[config.mk]
export PLATFORM = sky130hd
export DESIGN_NAME = mia_root_pipe
export DESIGN_NICKNAME = d
export VERILOG_FILES = /design/src/hdl/mia_pkg.sv /design/src/hdl/mia_root_pipe.sv
export SDC_FILE = /design/constraint.sdc
export NUM_CORES = 1
export LEC_CHECK = 0
export BUFFER_PORTS_ARGS = -buffer_cell sky130_fd_sc_hd__buf_2
export CORE_ASPECT_RATIO = 2
export CORE_MARGIN = 8
export CORE_UTILIZATION = 55
export DETAILED_ROUTE_END_ITERATION = 16
export PLACE_DENSITY = 0.73
export SLEW_MARGIN = 20
export SYNTH_ARGS = -nofsm -noshare
export SYNTH_HDL_FRONTEND = slang
export SYNTH_SLANG_ARGS = --single-unit
[constraint.sdc]
create_clock -name clock -period 12.3 [get_ports clock]
set_input_delay 2.46 -clock clock [delete_from_list [all_inputs] [get_ports clock]]
set_output_delay 2.46 -clock clock [all_outputs]
set_load 0.05 [all_outputs]
[src/hdl/mia_pkg.sv]
// Package of the motion intensity accumulator: store geometry, register indexes,
// configuration and pipeline item types, and the square-root step used by the root pipeline.
// Depends on nothing; every other file of the block imports it.
package mia_pkg;

   localparam int unsigned MAX_PIXELS  = 524288;
   localparam int unsigned ADDR_W      = $clog2(MAX_PIXELS);
   localparam int unsigned STORE_W     = 9;

   localparam logic [15:0] DEPTH_NONE  = 16'd0;
   localparam logic [15:0] DEPTH_SAT   = 16'd255;

   localparam int unsigned ROOT_STEPS  = 16;
   localparam int unsigned STEPS_PER_STAGE = 2;
   localparam int unsigned ROOT_STAGES = ROOT_STEPS / STEPS_PER_STAGE;

   localparam int unsigned DIV_PCT     = 100;
   localparam int unsigned RECIP_SHIFT = 22;
   localparam int unsigned RECIP_MUL   = (2 ** RECIP_SHIFT + DIV_PCT - 1) / DIV_PCT;
   localparam int unsigned X_LIMIT     = 256 * DIV_PCT;
   localparam int unsigned XC_W        = $clog2(X_LIMIT);

   typedef enum logic [2:0] {
      CSR_FORWARD_ONLY     = 3'd0,
      CSR_DECAY_STEP       = 3'd1,
      CSR_GATE_MIN         = 3'd2,
      CSR_GATE_MAX         = 3'd3,
      CSR_GAIN_PERCENT     = 3'd4,
      CSR_MOTION_THRESHOLD = 3'd5
   } csr_index_type;

   typedef struct packed {
      logic        forward_only;
      logic [7:0]  decay_step;
      logic [7:0]  gate_min;
      logic [7:0]  gate_max;
      logic [13:0] gain_percent;
      logic [7:0]  motion_threshold;
   } cfg_type;

   typedef struct packed {
      logic [31:0] rem;
      logic [31:0] res;
   } sq_type;

   typedef struct packed {
      logic [ADDR_W-1:0] addr;
      logic              invalid;
      sq_type            sq;
   } root_stage_type;

   typedef struct packed {
      logic [ADDR_W-1:0] addr;
      logic              invalid;
      logic [15:0]       root;
   } root_item_type;

   typedef struct packed {
      logic [ADDR_W-1:0] addr;
      logic              invalid;
      logic              pass;
      logic [29:0]       prod;
   } gain1_type;

   typedef struct packed {
      logic [ADDR_W-1:0] addr;
      logic              invalid;
      logic              pass;
      logic              over;
      logic [30:0]       scaled;
   } gain2_type;

   typedef struct packed {
      logic [ADDR_W-1:0] addr;
      logic              invalid;
      logic              pass;
      logic [7:0]        rise;
   } gain_item_type;

   function automatic sq_type sqrt_step(sq_type s, int unsigned k);
      logic [31:0] bitv;
      logic [31:0] trial;
      sq_type      r;
      bitv  = 32'(1) << (30 - 2 * k);
      trial = s.res + bitv;
      r     = s;
      if (s.rem >= trial) begin
         r.rem = s.rem - trial;
         r.res = (s.res >> 1) + bitv;
      end else begin
         r.res = s.res >> 1;
      end
      return r;
   endfunction

endpackage

[src/hdl/mia_root_pipe.sv]
// Root pipeline: input register that forms the velocity magnitude, then the
// square-root stages, two result bits per stage. Depends on mia_pkg.
module mia_root_pipe (
   input  logic                       clock,
   input  logic                       reset,
   input  mia_pkg::cfg_type           cfg,
   input  logic                       in_valid,
   output logic                       in_ready,
   input  logic [mia_pkg::ADDR_W-1:0] in_addr,
   input  logic [15:0]                in_depth,
   input  logic signed [15:0]         in_velocity,
   output logic                       out_valid,
   input  logic                       out_ready,
   output mia_pkg::root_item_type     out_item
);
   import mia_pkg::*;

   root_stage_type             stage_ff [ROOT_STAGES+1];
   root_stage_type             stage_in [ROOT_STAGES+1];
   logic [ROOT_STAGES:0]       valid_ff;
   logic [ROOT_STAGES:0]       valid_in;
   logic [ROOT_STAGES:0]       ready;
   logic [ROOT_STAGES:0]       src_valid;
   logic [15:0]                mag;

   always_comb begin
      if (in_velocity[15]) begin
         mag = 16'(-in_velocity);
      end else if (cfg.forward_only) begin
         mag = '0;
      end else begin
         mag = in_velocity;
      end
      stage_in[0].addr    = in_addr;
      stage_in[0].invalid = (in_depth == DEPTH_NONE) || (in_depth == DEPTH_SAT);
      stage_in[0].sq.rem  = {mag, 16'h0000};
      stage_in[0].sq.res  = '0;
   end

   assign src_valid[0]        = in_valid;
   assign ready[ROOT_STAGES]  = !valid_ff[ROOT_STAGES] || out_ready;
   assign in_ready            = ready[0];

   for (genvar g = 0; g < ROOT_STAGES; g++) begin : g_ready
      assign ready[g]       = !valid_ff[g] || ready[g+1];
      assign src_valid[g+1] = valid_ff[g];
   end

   for (genvar g = 1; g <= ROOT_STAGES; g++) begin : g_step
      always_comb begin
         stage_in[g]    = stage_ff[g-1];
         stage_in[g].sq = sqrt_step(sqrt_step(stage_ff[g-1].sq, STEPS_PER_STAGE * (g - 1)),
                                    STEPS_PER_STAGE * (g - 1) + 1);
      end
   end

   for (genvar g = 0; g <= ROOT_STAGES; g++) begin : g_stage
      assign valid_in[g] = ready[g] ? src_valid[g] : valid_ff[g];

      always_ff @(posedge clock) begin
         if (reset) begin
            valid_ff[g] <= 1'b0;
         end else begin
            valid_ff[g] <= valid_in[g];
         end
      end

      always_ff @(posedge clock) begin
         if (ready[g] && src_valid[g]) begin
            stage_ff[g] <= stage_in[g];
         end
      end
   end

   assign out_valid        = valid_ff[ROOT_STAGES];
   assign out_item.addr    = stage_ff[ROOT_STAGES].addr;
   assign out_item.invalid = stage_ff[ROOT_STAGES].invalid;
   assign out_item.root    = stage_ff[ROOT_STAGES].sq.res[15:0];

endmodule

==> reports/metrics.yaml <==
syn_nets: 2165
drt_wl_total_microns: 48200
min_path_type: "flip-flop to flip-flop"
grt_antenna_before_repair: 0
status: "finished clean"
dpl.hpwl_microns: 37400
p_sw_frac: 0.217
synthDistinctLibCells: 98
critPathLaunchType: "primary input"
pwr-share-seq: 0.533
track_usage: 0.203
max_freq_mhz: 137
synth_top_family_by_area: "simple AND/OR/NAND/NOR gates"
drtAntennaViolNets: 0
min_period_over_period: 0.592
portBuffers: 93
io_pins: 140
root_buffer: "clkbuf_16"
ys_top_cells_by_count: "edfxtp_1, nand2_1, nor2_1"
h-tree-depth: 2
rsz0062_at_grt: "false"
timing.final.crit_period_ns: 7.28
num_rows: 104
synth_compound_area_frac: 0.127
worstPathRequired_ns: 9.84
worst-setup-path-type: "primary input to primary output"
place_inst: 2489
yosys.area_share.simple: 0.136
slew_violations: 0
ys.flop_type: "edfxtp_1"
overflow: 0
grt_pass1_vias: 16000
power.switching_uw: 639
dieHeight_microns: 301
clockBufferDepth: 3
post_cts_resized: 0
setup-tns-final_ns: 0
synthAdderAreaFrac: 0.0796
ys_seq_area_frac: 0.549
synth_mux_area_frac: 0.0178
fillers: 3198
tightest_slew_ns: 1.02
clkSlewWorstSetupHoldPaths_ns: 0.06
cts_tree: "done"
synth_seq_cells: 410
routed_via_density: 5.88
yosysMostFrequentCell: "edfxtp_1"
finClkSkew_ns: 0.0270
grt_max_degree: 62
end_kind: "primary output"
post_cts_buffers: 0
p_leak_uw: 0.00899
worstSkewPairLatency_ns: 0.57
start_util: 0.555
relSlewSlack: 0.312
netlist.area_leader.share: 0.541
syn2layout_area_growth_pct: 10.1
drt-pass1-iter-count: 5
max_cap_viol_count: 0
place_congestion: 0.923
synth_top_cell_by_area: "edfxtp_1"
vias: 15000
power.total_uw: 2940
die_area_sq_um: 47600
combPwrFrac: 0.061
syn-cell-area_sq_um: 22300
num_antenna_cells: 0
drt_iter0_markers: 684
synth.area.top_cells: "edfxtp_1, ha_1, xnor2_1"
cts_hold_buf: 0
die_w_microns: 158
cts_made_buffers: 37
power-per-cell-area_nw_per_um2: 120
yosysWarnings: 0
syn_inst: 1925
cp.arrival_ns: 4.82
synthXorXnorAreaFrac: 0.0535
fin_nets: 2242
final_cells: 2559
final_layout_size_suffix_gt1_frac: 0.121
hold_viol: 0
async_flop_share: 0
clock_sinks: 410
grt_pass1_wl_microns: 75700
drcViolationCount: 0
vdd_drop_max_mv: 0.132
power_frac_clock: 0.406
avgSynthCellArea_sq_um: 11.6
synth_edf_count: 401
setup_viol: 0
cp_max_fo: 6
intPower_uw: 2300
fin_hold_ws_ns: 0.405
post_drt_wl_per_cell_microns: 18.8
core-area_sq_um: 40100
-- power by group through the flow --
stage	clock, uW	sequential (uW)	combinational (uW)
final	1190	1570	180
after global routing	1260	1570	198
after CTS	1210	1570	176
after floorplan	0	1590	129
after detailed placement	0	1600	175
after global placement	0	1600	168
-- through the flow --
step           setup WS (ns)  cell area [sq um]  utilization
3_5_place_dp            5.07              23100        0.577
2_1_floorplan           5.02              22300            -
3_3_place_gp            5.16              23100        0.577
5_1_grt                 4.90              24500        0.612
6_report                5.02              24500        0.612
4_1_cts                 5.04              24400        0.609
-- worst max-delay path, cell delays in order --
cell,delay (ns)
buf_2,0.09
nor2b_1,0.25
and2_1,0.36
and3_1,0.46
nand3_1,0.15
nor2_1,0.61
nand3_1,0.18
buf_2,0.25
-- cells by family after synthesis --
logic type	Yosys count
AND/OR/NAND/NOR	592
AO/OA/AOI/OAI	435
flip-flops	410
buffers and inverters	179
adder cells (fa/ha/maj)	138
XOR/XNOR	136
multiplexers	35
-- final cells by class --
cell class                      count  area, sq um  share of cell area
Sequential cell                   410        12200               0.499
Multi-Input combinational cell   1336         9320               0.380
Timing Repair Buffer              108          643              0.0262
Inverter                          109          409              0.0167
Clock buffer                       42          945              0.0385
Tap cell                          530          663              0.0271
Clock inverter                     24          308              0.0126
-- worst paths after layout --
path,slack (ns),from,to,cells after the start
max,5.02,out_ready,in_ready,8
max reg2reg,5.53,stage_ff[0][464],stage_ff[0][548],20
min,0.41,stage_ff[0][412],stage_ff[0][496],0
min reg2reg,0.41,stage_ff[0][412],stage_ff[0][496],0
-- cell usage in the layout, fill, tap and decap left out, drive strengths merged, types with 26 or more instances in the layout --
master,netlist,layout
xor2,56,56
nand2,148,148
ha,132,132
nor3,67,67
o31ai,26,26
nor4,31,31
a21o,34,34
a21oi,123,123
edfxtp,401,401
buf,49,108
nand2b,29,29
xnor2,80,80
clkbuf,21,42
o21ai,107,107
inv,108,111
nor2,147,147
nand3,35,35
-- registers in the layout, indices dropped and copies added, names as in the netlist --
| register | count |
|---|---|
| out_valid | 1 |
| stage_ff | 401 |
| src_valid | 8 |
-- per-layer routing --
metal,up-vias,wire [microns],global-route usage
met2,375,29700,0.439
met4,0,3280,0.145
met5,-,0,0
li1,7306,-,-
met1,7185,13900,0.144
met3,180,1340,0.0249
Power figures use the tool's default switching activity.
