<file path="src/hdl/mia_pkg.sv">
// Package of the motion intensity accumulator: store geometry, register indexes,
// configuration and pipeline item types, and the square-root step used by the root pipeline.
// Depends on nothing; every other file of the block imports it.
package mia_pkg;

   localparam int unsigned MAX_PIXELS  = 524288;
   localparam int unsigned ADDR_W      = $clog2(MAX_PIXELS);
   localparam int unsigned STORE_W     = 9;

   localparam logic [15:0] DEPTH_NONE  = 16'd0;
   localparam logic [15:0] DEPTH_SAT   = 16'd255;

   localparam int unsigned ROOT_STEPS  = 16;
   localparam int unsigned STEPS_PER_STAGE = 2;
   localparam int unsigned ROOT_STAGES = ROOT_STEPS / STEPS_PER_STAGE;

   localparam int unsigned DIV_PCT     = 100;
   localparam int unsigned RECIP_SHIFT = 22;
   localparam int unsigned RECIP_MUL   = (2 ** RECIP_SHIFT + DIV_PCT - 1) / DIV_PCT;
   localparam int unsigned X_LIMIT     = 256 * DIV_PCT;
   localparam int unsigned XC_W        = $clog2(X_LIMIT);

   typedef enum logic [2:0] {
      CSR_FORWARD_ONLY     = 3'd0,
      CSR_DECAY_STEP       = 3'd1,
      CSR_GATE_MIN         = 3'd2,
      CSR_GATE_MAX         = 3'd3,
      CSR_GAIN_PERCENT     = 3'd4,
      CSR_MOTION_THRESHOLD = 3'd5
   } csr_index_type;

   typedef struct packed {
      logic        forward_only;
      logic [7:0]  decay_step;
      logic [7:0]  gate_min;
      logic [7:0]  gate_max;
      logic [13:0] gain_percent;
      logic [7:0]  motion_threshold;
   } cfg_type;

   typedef struct packed {
      logic [31:0] rem;
      logic [31:0] res;
   } sq_type;

   typedef struct packed {
      logic [ADDR_W-1:0] addr;
      logic              invalid;
      sq_type            sq;
   } root_stage_type;

   typedef struct packed {
      logic [ADDR_W-1:0] addr;
      logic              invalid;
      logic [15:0]       root;
   } root_item_type;

   typedef struct packed {
      logic [ADDR_W-1:0] addr;
      logic              invalid;
      logic              pass;
      logic [29:0]       prod;
   } gain1_type;

   typedef struct packed {
      logic [ADDR_W-1:0] addr;
      logic              invalid;
      logic              pass;
      logic              over;
      logic [30:0]       scaled;
   } gain2_type;

   typedef struct packed {
      logic [ADDR_W-1:0] addr;
      logic              invalid;
      logic              pass;
      logic [7:0]        rise;
   } gain_item_type;

   function automatic sq_type sqrt_step(sq_type s, int unsigned k);
      logic [31:0] bitv;
      logic [31:0] trial;
      sq_type      r;
      bitv  = 32'(1) << (30 - 2 * k);
      trial = s.res + bitv;
      r     = s;
      if (s.rem >= trial) begin
         r.rem = s.rem - trial;
         r.res = (s.res >> 1) + bitv;
      end else begin
         r.res = s.res >> 1;
      end
      return r;
   endfunction

endpackage

</file>
<file path="src/hdl/mia_gain_pipe.sv">
// Gain pipeline: gate check and root-by-gain product, scaling by one over
// 25600 through a reciprocal product, then the clamped rise. Depends on mia_pkg.
module mia_gain_pipe (
   input  logic                   clock,
   input  logic                   reset,
   input  mia_pkg::cfg_type       cfg,
   input  logic                   in_valid,
   output logic                   in_ready,
   input  mia_pkg::root_item_type in_item,
   output logic                   out_valid,
   input  logic                   out_ready,
   output mia_pkg::gain_item_type out_item
);
   import mia_pkg::*;

   gain1_type     s1_ff, s1_in;
   gain2_type     s2_ff, s2_in;
   gain_item_type s3_ff, s3_in;
   logic          v1_ff, v1_in, v2_ff, v2_in, v3_ff, v3_in;
   logic          ready1, ready2, ready3;
   logic [15:0]   gmin, gmax;
   logic [21:0]   x;
   logic [XC_W-1:0] xc;

   assign ready3   = !v3_ff || out_ready;
   assign ready2   = !v2_ff || ready3;
   assign ready1   = !v1_ff || ready2;
   assign in_ready = ready1;

   assign v1_in = ready1 ? in_valid : v1_ff;
   assign v2_in = ready2 ? v1_ff : v2_ff;
   assign v3_in = ready3 ? v2_ff : v3_ff;

   always_comb begin
      gmin          = {cfg.gate_min, 8'h00};
      gmax          = {cfg.gate_max, 8'h00};
      s1_in.addr    = in_item.addr;
      s1_in.invalid = in_item.invalid;
      s1_in.pass    = (in_item.root != 16'd0) && !(in_item.root > gmax)
                      && !(in_item.root < gmin);
      s1_in.prod    = 30'(in_item.root) * 30'(cfg.gain_percent);

      x             = s1_ff.prod[29:8];
      s2_in.addr    = s1_ff.addr;
      s2_in.invalid = s1_ff.invalid;
      s2_in.pass    = s1_ff.pass;
      s2_in.over    = x >= 22'(X_LIMIT);
      xc            = s2_in.over ? XC_W'(X_LIMIT - 1) : x[XC_W-1:0];
      s2_in.scaled  = 31'(xc) * 31'(RECIP_MUL);

      s3_in.addr    = s2_ff.addr;
      s3_in.invalid = s2_ff.invalid;
      s3_in.pass    = s2_ff.pass;
      s3_in.rise    = s2_ff.over ? 8'hFF : s2_ff.scaled[RECIP_SHIFT +: 8];
   end

   always_ff @(posedge clock) begin
      if (reset) begin
         v1_ff <= 1'b0;
         v2_ff <= 1'b0;
         v3_ff <= 1'b0;
      end else begin
         v1_ff <= v1_in;
         v2_ff <= v2_in;
         v3_ff <= v3_in;
      end
   end

   always_ff @(posedge clock) begin
      if (ready1 && in_valid) begin
         s1_ff <= s1_in;
      end
      if (ready2 && v1_ff) begin
         s2_ff <= s2_in;
      end
      if (ready3 && v2_ff) begin
         s3_ff <= s3_in;
      end
   end

   assign out_valid = v3_ff;
   assign out_item  = s3_ff;

endmodule

</file>
<file path="config.mk">
export PLATFORM = sky130hd
export DESIGN_NAME = mia_gain_pipe
export DESIGN_NICKNAME = d
export VERILOG_FILES = /design/src/hdl/mia_pkg.sv /design/src/hdl/mia_gain_pipe.sv
export SDC_FILE = /design/constraint.sdc
export NUM_CORES = 1
export LEC_CHECK = 0
export ABC_CLOCK_PERIOD_IN_PS = 6000
export BUFFER_PORTS_ARGS = -buffer_cell sky130_fd_sc_hd__buf_4
export CORE_ASPECT_RATIO = 0.75
export CORE_MARGIN = 2
export CORE_UTILIZATION = 41
export DETAILED_ROUTE_END_ITERATION = 10
export GPL_ROUTABILITY_DRIVEN = 0
export GPL_TIMING_DRIVEN = 0
export SYNTH_ARGS = -nofsm -noshare
export SYNTH_HDL_FRONTEND = slang
export SYNTH_SLANG_ARGS = --single-unit
</file>
<file path="constraint.sdc">
create_clock -name clock -period 6 [get_ports clock]
set_clock_uncertainty 0.2 [all_clocks]
set_input_delay 0.6 -clock clock [delete_from_list [all_inputs] [get_ports clock]]
set_output_delay 0.6 -clock clock [all_outputs]
set_load 0.1 [all_outputs]
</file>
==> reports/metrics.cfg, run 1 <==
[route]
drc=0
drt_iter0_drc=556
dr_total_vias=10437
viasPerCell=5.013
firstDrtPassIters=5
ant_nets=0
avgRoutedWirePerCell_um=16.13
routed_wl_um=33570

[logic_synthesis]
synthArstFlopShare_pct=0
ys_seq_area_share_pct=21.13
synthFlopType=edfxtp_1
synth_area_mm2=0.01478
synth.net_count=1980
ys_types=55
yosysWarnings=0
ys_seq_elements=105
synth.avg_cell_area_um2=10.07
synth_top_cell_by_area=fa_1
netlist_instances=1468
netlist_top_cells_area=fa_1, edfxtp_1, ha_1
synth_top_area_share_pct=30.20
synth-edff-count=102

[timing]
rsz0062_at_grt=yes
post-route-period-util_pct=99.48
min_period_ns=5.969
worst_slack_ns=0.03127
tightestPinTransition_ns=0.9731
hold_violations=0
slew-limit-headroom_pct=34.73
drv_slew=0
fin_setup_tns_ns=0
finalSetupViolCount=0
timing.fmax_mhz=167.5

[clocking]
cts_max_path_buffers=2
tritoncts=yes
cts_buffers=9
cts-htree-levels=3
ctsHoldBuffers=0
clock_sinks=105
root_buffer=clkbuf_16
clk_pin_slew_ns=0.08
clkLatencyLatePin_ns=0.35

[flow_run]
maxCapViolCount=0

[min_path]
hold_path.class=primary input to register

[global_routing]
grt_usage_pct=18.24
grt_pass1_wl_um=54030
grt_pass1_vias=10271
grt_start_max_net_pins=30
gr-total-overflow=0
antenna_found_initial=2

[power_and_ir_drop]
power_mw=10.22
peakVddDrop_mv=0.7072
p_leak_nw=8.334
p_per_area_mw_per_mm2=581.8

[placement]
place_ws_ns=-0.8436
dp_hpwl_um=28270
portBuffers=100

[floorplan]
io_pins=118
die-area_mm2=0.03760
rows=60
start_util_pct=41.45
fp.dieW_um=223.3
core-area_mm2=0.03566
die_h_um=168.4

[setup_path]
crit_type=register to register
crit_fanout=7
cp.arrival_ns=5.86
required_ns=5.89
worstSetupStartpointType=register
end_kind=register

[layout]
syn2layout_area_growth_pct=18.81
fill_cells=3314
multi_input_area_mm2=0.01069
fin_nets=2124
drive_gt1_share_pct=16.88
ff_latch_area_mm2=0.003123
antennaDiodeCount=0

[status]
status=finished clean

==> power breakdown <==
group	internal [mW]	switching, mW	leakage [nW]
sequential	1.26	0.0593	0.958
clock	0.345	0.279	0.158
combinational	3.68	4.60	7.22
==> cell families after synthesis <==
group / share of synthesized area (%)
AOI/OAI and AO/OA: 6.120
xor gates and xnor gates: 3.140
adders and majority gates: 47.30
buffers and inverters: 9.463
DFF: 21.13
and+or+nand+nor: 12.85
==> per-stage QoR <==
stage	instances	hold WS (ns)	utilization, %	area (um^2)
3_5_place_dp	2036	0.2045	45.65	16280
6_report	2082	0.2185	49.25	17560
2_1_floorplan	1468	0.2003	-	14850
5_1_grt	2082	0.2012	49.25	17560
3_3_place_gp	2033	0.2001	45.39	16190
4_1_cts	2062	0.2090	48.05	17130
==> flip-flops by register name, indices dropped and copies added, names as in the netlist <==
register	cells
s2_ff	30
s1_ff	43
out_item	29
v1_ff	1
v2_ff	1
out_valid	1
==> synthesized netlist by cell type (3+ instances only) <==
cell,instances
a211oi_1,5
a21boi_0,4
a21o_1,21
a21oi_1,39
a31oi_1,7
and2_1,118
and3_1,5
clkbuf_1,45
dfxtp_1,3
edfxtp_1,102
fa_1,223
ha_1,202
inv_1,323
nand2_1,146
nand2b_1,17
nand3_1,10
nand4_1,7
nor2_1,39
nor2b_1,8
nor3_1,5
nor4_1,6
o21a_1,8
o21ai_0,18
o21bai_1,5
o31ai_1,3
or2_2,9
xnor2_1,38
xor2_1,15
==> cell type report <==
class | count | area share, %
Multi-Input combinational cell | 991 | 60.85
Sequential cell | 105 | 17.78
Inverter | 323 | 6.954
Timing Repair Buffer | 146 | 6.868
Tap cell | 465 | 3.313
Buffer | 36 | 2.394
Clock buffer | 10 | 1.361
Clock inverter | 6 | 0.4773
==> timing repair <==
item                                   4_1_cts  5_1_grt
gates resized for setup                     84       83
cloned                                       0        0
setup buffers                               21       22
setup endpoints to repair                   21       20
pin swaps                                   25       49
endpoints found under the hold margin        0        0
==> critical path: stages (launching register included) <==
cell and delay [ns]:
edfxtp_1 0.44, o311ai_4 0.32, and3_1 0.20, clkbuf_8 0.14, clkbuf_16 0.14, nand2_2 0.07, inv_2 0.09, ha_4 0.21
fa_1 0.56, fa_1 0.47, fa_1 0.51, inv_1 0.05, fa_1 0.47, inv_1 0.07, ha_4 0.23, a21oi_1 0.14
nand2_1 0.07, a221o_1 0.34, a41o_1 0.27, a311oi_2 0.38, o31ai_2 0.13, xnor2_2 0.16
==> cells in the final DEF (no fill, tap or decap), types with 5 or more instances in the layout <==
| master | instances |
|---|---|
| a21oi_1 | 33 |
| xor2_1 | 15 |
| xnor2_1 | 37 |
| and2_1 | 114 |
| nand3_1 | 10 |
| buf_2 | 5 |
| buf_4 | 128 |
| o21a_1 | 8 |
| or2_2 | 9 |
| clkbuf_16 | 18 |
| inv_1 | 313 |
| o21ai_0 | 16 |
| a21oi_2 | 7 |
| buf_6 | 12 |
| ha_1 | 190 |
| nor4_1 | 6 |
| inv_2 | 8 |
| nand2b_1 | 14 |
| clkbuf_1 | 9 |
| buf_8 | 8 |
| nor2_1 | 35 |
| ha_4 | 11 |
| nand2_1 | 142 |
| fa_1 | 218 |
| edfxtp_1 | 102 |
| a21o_1 | 21 |
| nor2b_1 | 5 |
| nand4_1 | 7 |
| fa_2 | 5 |
==> metal layers <==
layer / GRT usage (%) / share of wire, % / up-vias
met5: 0 / 0.039 / -
met3: 3.368 / 6.9 / 21
met4: 3.043 / 0.77 / 2
met1: 28.77 / 50 / 5217
li1: - / - / 4900
met2: 26.18 / 43 / 297
==> worst paths after layout <==
check | from | to | slack, ns | depth (start not counted)
worst max-delay path | s1_ff[18] | s2_ff[29] | 0.03 | 21
worst min-delay path | reset | v2_ff | 0.22 | 2
worst max register to register | s1_ff[18] | s2_ff[29] | 0.03 | 21
worst min register to register | s2_ff[33] | out_item[9] | 0.22 | 0
Note: power is estimated with default switching activity, not from simulation.
==> run 2: changes to the inputs <==
- PLACE_DENSITY: default -> 0.66
==> reports/metrics.cfg, run 2 (synthesized netlist as in run 1, its figures left out) <==
[global_routing]
antenna_found_initial=1  ; -1
grt_pass1_wl_um=54790  ; +1.4%
grt_start_max_net_pins=25  ; -17%
grt_usage_pct=18.32  ; +0.081 points
grt_pass1_vias=10723  ; +4.4%
gr-total-overflow=0  ; unchanged

[setup_path]
worst-r2r-cell-count=20  ; -4.8%
r2r_start=s1_ff[20]
crit_type=primary input to register
crit_fanout=6  ; -1
required_ns=5.92  ; +0.03 ns
r2r_slack_ns=0.12  ; +0.09 ns
reg2reg_to=s2_ff[28]
cp.arrival_ns=5.82  ; -0.04 ns
worstSetupStartpointType=primary input
end_kind=register

[route]
avgRoutedWirePerCell_um=16.02  ; -0.63%
drc=0  ; unchanged
viasPerCell=5.020  ; +0.14%
drt_iter0_drc=592  ; +6.5%
routed_wl_um=33480  ; -0.29%
dr_total_vias=10487  ; +0.48%
firstDrtPassIters=5  ; unchanged
ant_nets=0  ; unchanged

[clocking]
cts-htree-levels=3  ; unchanged
clk_pin_slew_ns=0.09  ; about the same
cts_buffers=9  ; unchanged
clock_sinks=105  ; unchanged
clkLatencyLatePin_ns=0.37  ; +0.02 ns
cts_max_path_buffers=2  ; unchanged
root_buffer=clkbuf_16
tritoncts=yes

[power_and_ir_drop]
p_per_area_mw_per_mm2=589.2  ; +1.3%
peakVddDrop_mv=0.7910  ; +12%
p_leak_nw=8.373  ; +0.47%

[timing]
tightestPinTransition_ns=1.040  ; +0.06710 ns
worst_slack_ns=0.1031  ; +0.07183 ns
min_period_ns=5.897  ; -0.07183 ns
drv_slew=0  ; unchanged
hold_violations=0  ; unchanged
slew-limit-headroom_pct=30.23  ; -4.5 points
finalSetupViolCount=0  ; unchanged
timing.fmax_mhz=169.6  ; +1.2%
post-route-period-util_pct=98.28  ; -1.2 points

[placement]
dp_hpwl_um=27850  ; -1.5%
dp_cells=2036  ; unchanged
place_ws_ns=-0.7962  ; +0.04735 ns
portBuffers=100  ; unchanged

[min_path]
hold_path.class=primary input to register
min_from=reset
hold_path_depth=2  ; unchanged
min_to=v1_ff

[layout]
final_util_pct=49.48  ; +0.23 points
fill_cells=3250  ; -1.9%
layout_commonest_cell=inv_1
fin_nets=2131  ; +0.33%
layout_common_cells=inv_1, fa_1, ha_1, nand2_1, buf_4
largest-register=s1_ff
instances_no_fill=2089  ; +0.34%
antennaDiodeCount=0  ; unchanged
drive_gt1_share_pct=17.73  ; +0.85 points
syn2layout_area_growth_pct=19.36
ff_latch_area_mm2=0.003123  ; unchanged
multi_input_area_mm2=0.01075  ; +0.60%
largest_reg_flops=43  ; unchanged

[floorplan]
core-area_mm2=0.03566  ; unchanged
die-area_mm2=0.03760  ; unchanged
io_pins=118  ; unchanged
fp.dieW_um=223.3  ; unchanged
start_util_pct=41.45  ; unchanged
rows=60  ; unchanged
die_h_um=168.4  ; unchanged

[flow_run]
maxCapViolCount=0  ; unchanged

[status]
status=finished clean

-- run 2: cell count changes in the layout (fill, tap and decap cells not counted), moves of 3 or more --
| cell | previous run | this run |
|---|---|---|
| buf_4 | 128 | 140 |
| ha_1 | 190 | 185 |
| buf_6 | 12 | 9 |
| ha_4 | 11 | 15 |
-- run 2: layout make-up --
type,count,area share [%]
flip-flops and latches,105,17.70
clock buffers,9,1.277
clock inverters,7,0.4539
repair buffers,153,7.035
well taps,465,3.298
multi-input cells,991,60.93
inverters,323,6.907
plain buffers,36,2.397
-- run 2: metal layers --
metal / part of all wire, % / global-route usage, % / up-vias
li1: - / - / 4907
met1: 49 / 27.92 / 5249
met2: 43 / 27.39 / 295
met3: 6.2 / 2.967 / 36
met4: 1.4 / 3.942 / 0
met5: 0 / 0 / -
-- run 2: worst max-delay path by stage --
| stage | start | slack (ns) | end | depth (start not counted) |
|---|---|---|---|---|
| after floorplan | in_item[4] | 0.003 | s1_ff[22] | 20 |
| after global placement | s1_ff[18] | -0.73 | s2_ff[29] | 24 |
| after detailed placement | s1_ff[18] | -0.80 | s2_ff[29] | 24 |
| after CTS | in_item[3] | 0.002 | s1_ff[23] | 22 |
| after global routing | in_item[6] | -0.08 | s1_ff[22] | 20 |
| final | in_item[7] | 0.10 | s1_ff[22] | 20 |
-- run 2: through the flow --
step                area, um^2  total power, mW  hold WS [ns]  setup TNS [ns]
floorplan                14850            6.744        0.2003               0
global placement         16190            8.121        0.2005          -11.75
detailed placement       16290            8.219        0.2045          -13.47
CTS                      17160            9.481        0.1989               0
global route             17640            11.48        0.1966         -0.1981
finish                   17640            10.40        0.2100               0
-- run 2: what timing repair did --
action                     in CTS  in global routing
setup endpoints to repair      21                 20
hold buffers                    0                  0
pin swaps                      26                 50
setup buffers                  22                 28
resized for setup              87                 81
-- run 2: critical path, cell delays in order --
cell and delay, ns:
buf_4 0.14, and2_1 0.18, fa_1 0.53, inv_1 0.05, fa_1 0.48, inv_1 0.05, fa_1 0.50, inv_1 0.05
fa_1 0.48, fa_1 0.49, inv_1 0.05, fa_1 0.48, ha_4 0.30, o21ai_0 0.10, a21oi_1 0.20, o22ai_2 0.14
or4_4 0.56, o211ai_4 0.14, a41oi_2 0.14, xnor2_1 0.15
-- run 2: power breakdown --
part	switching, mW	internal [mW]
sequential	0.0557	1.26
combinational	4.63	3.84
clock	0.310	0.300
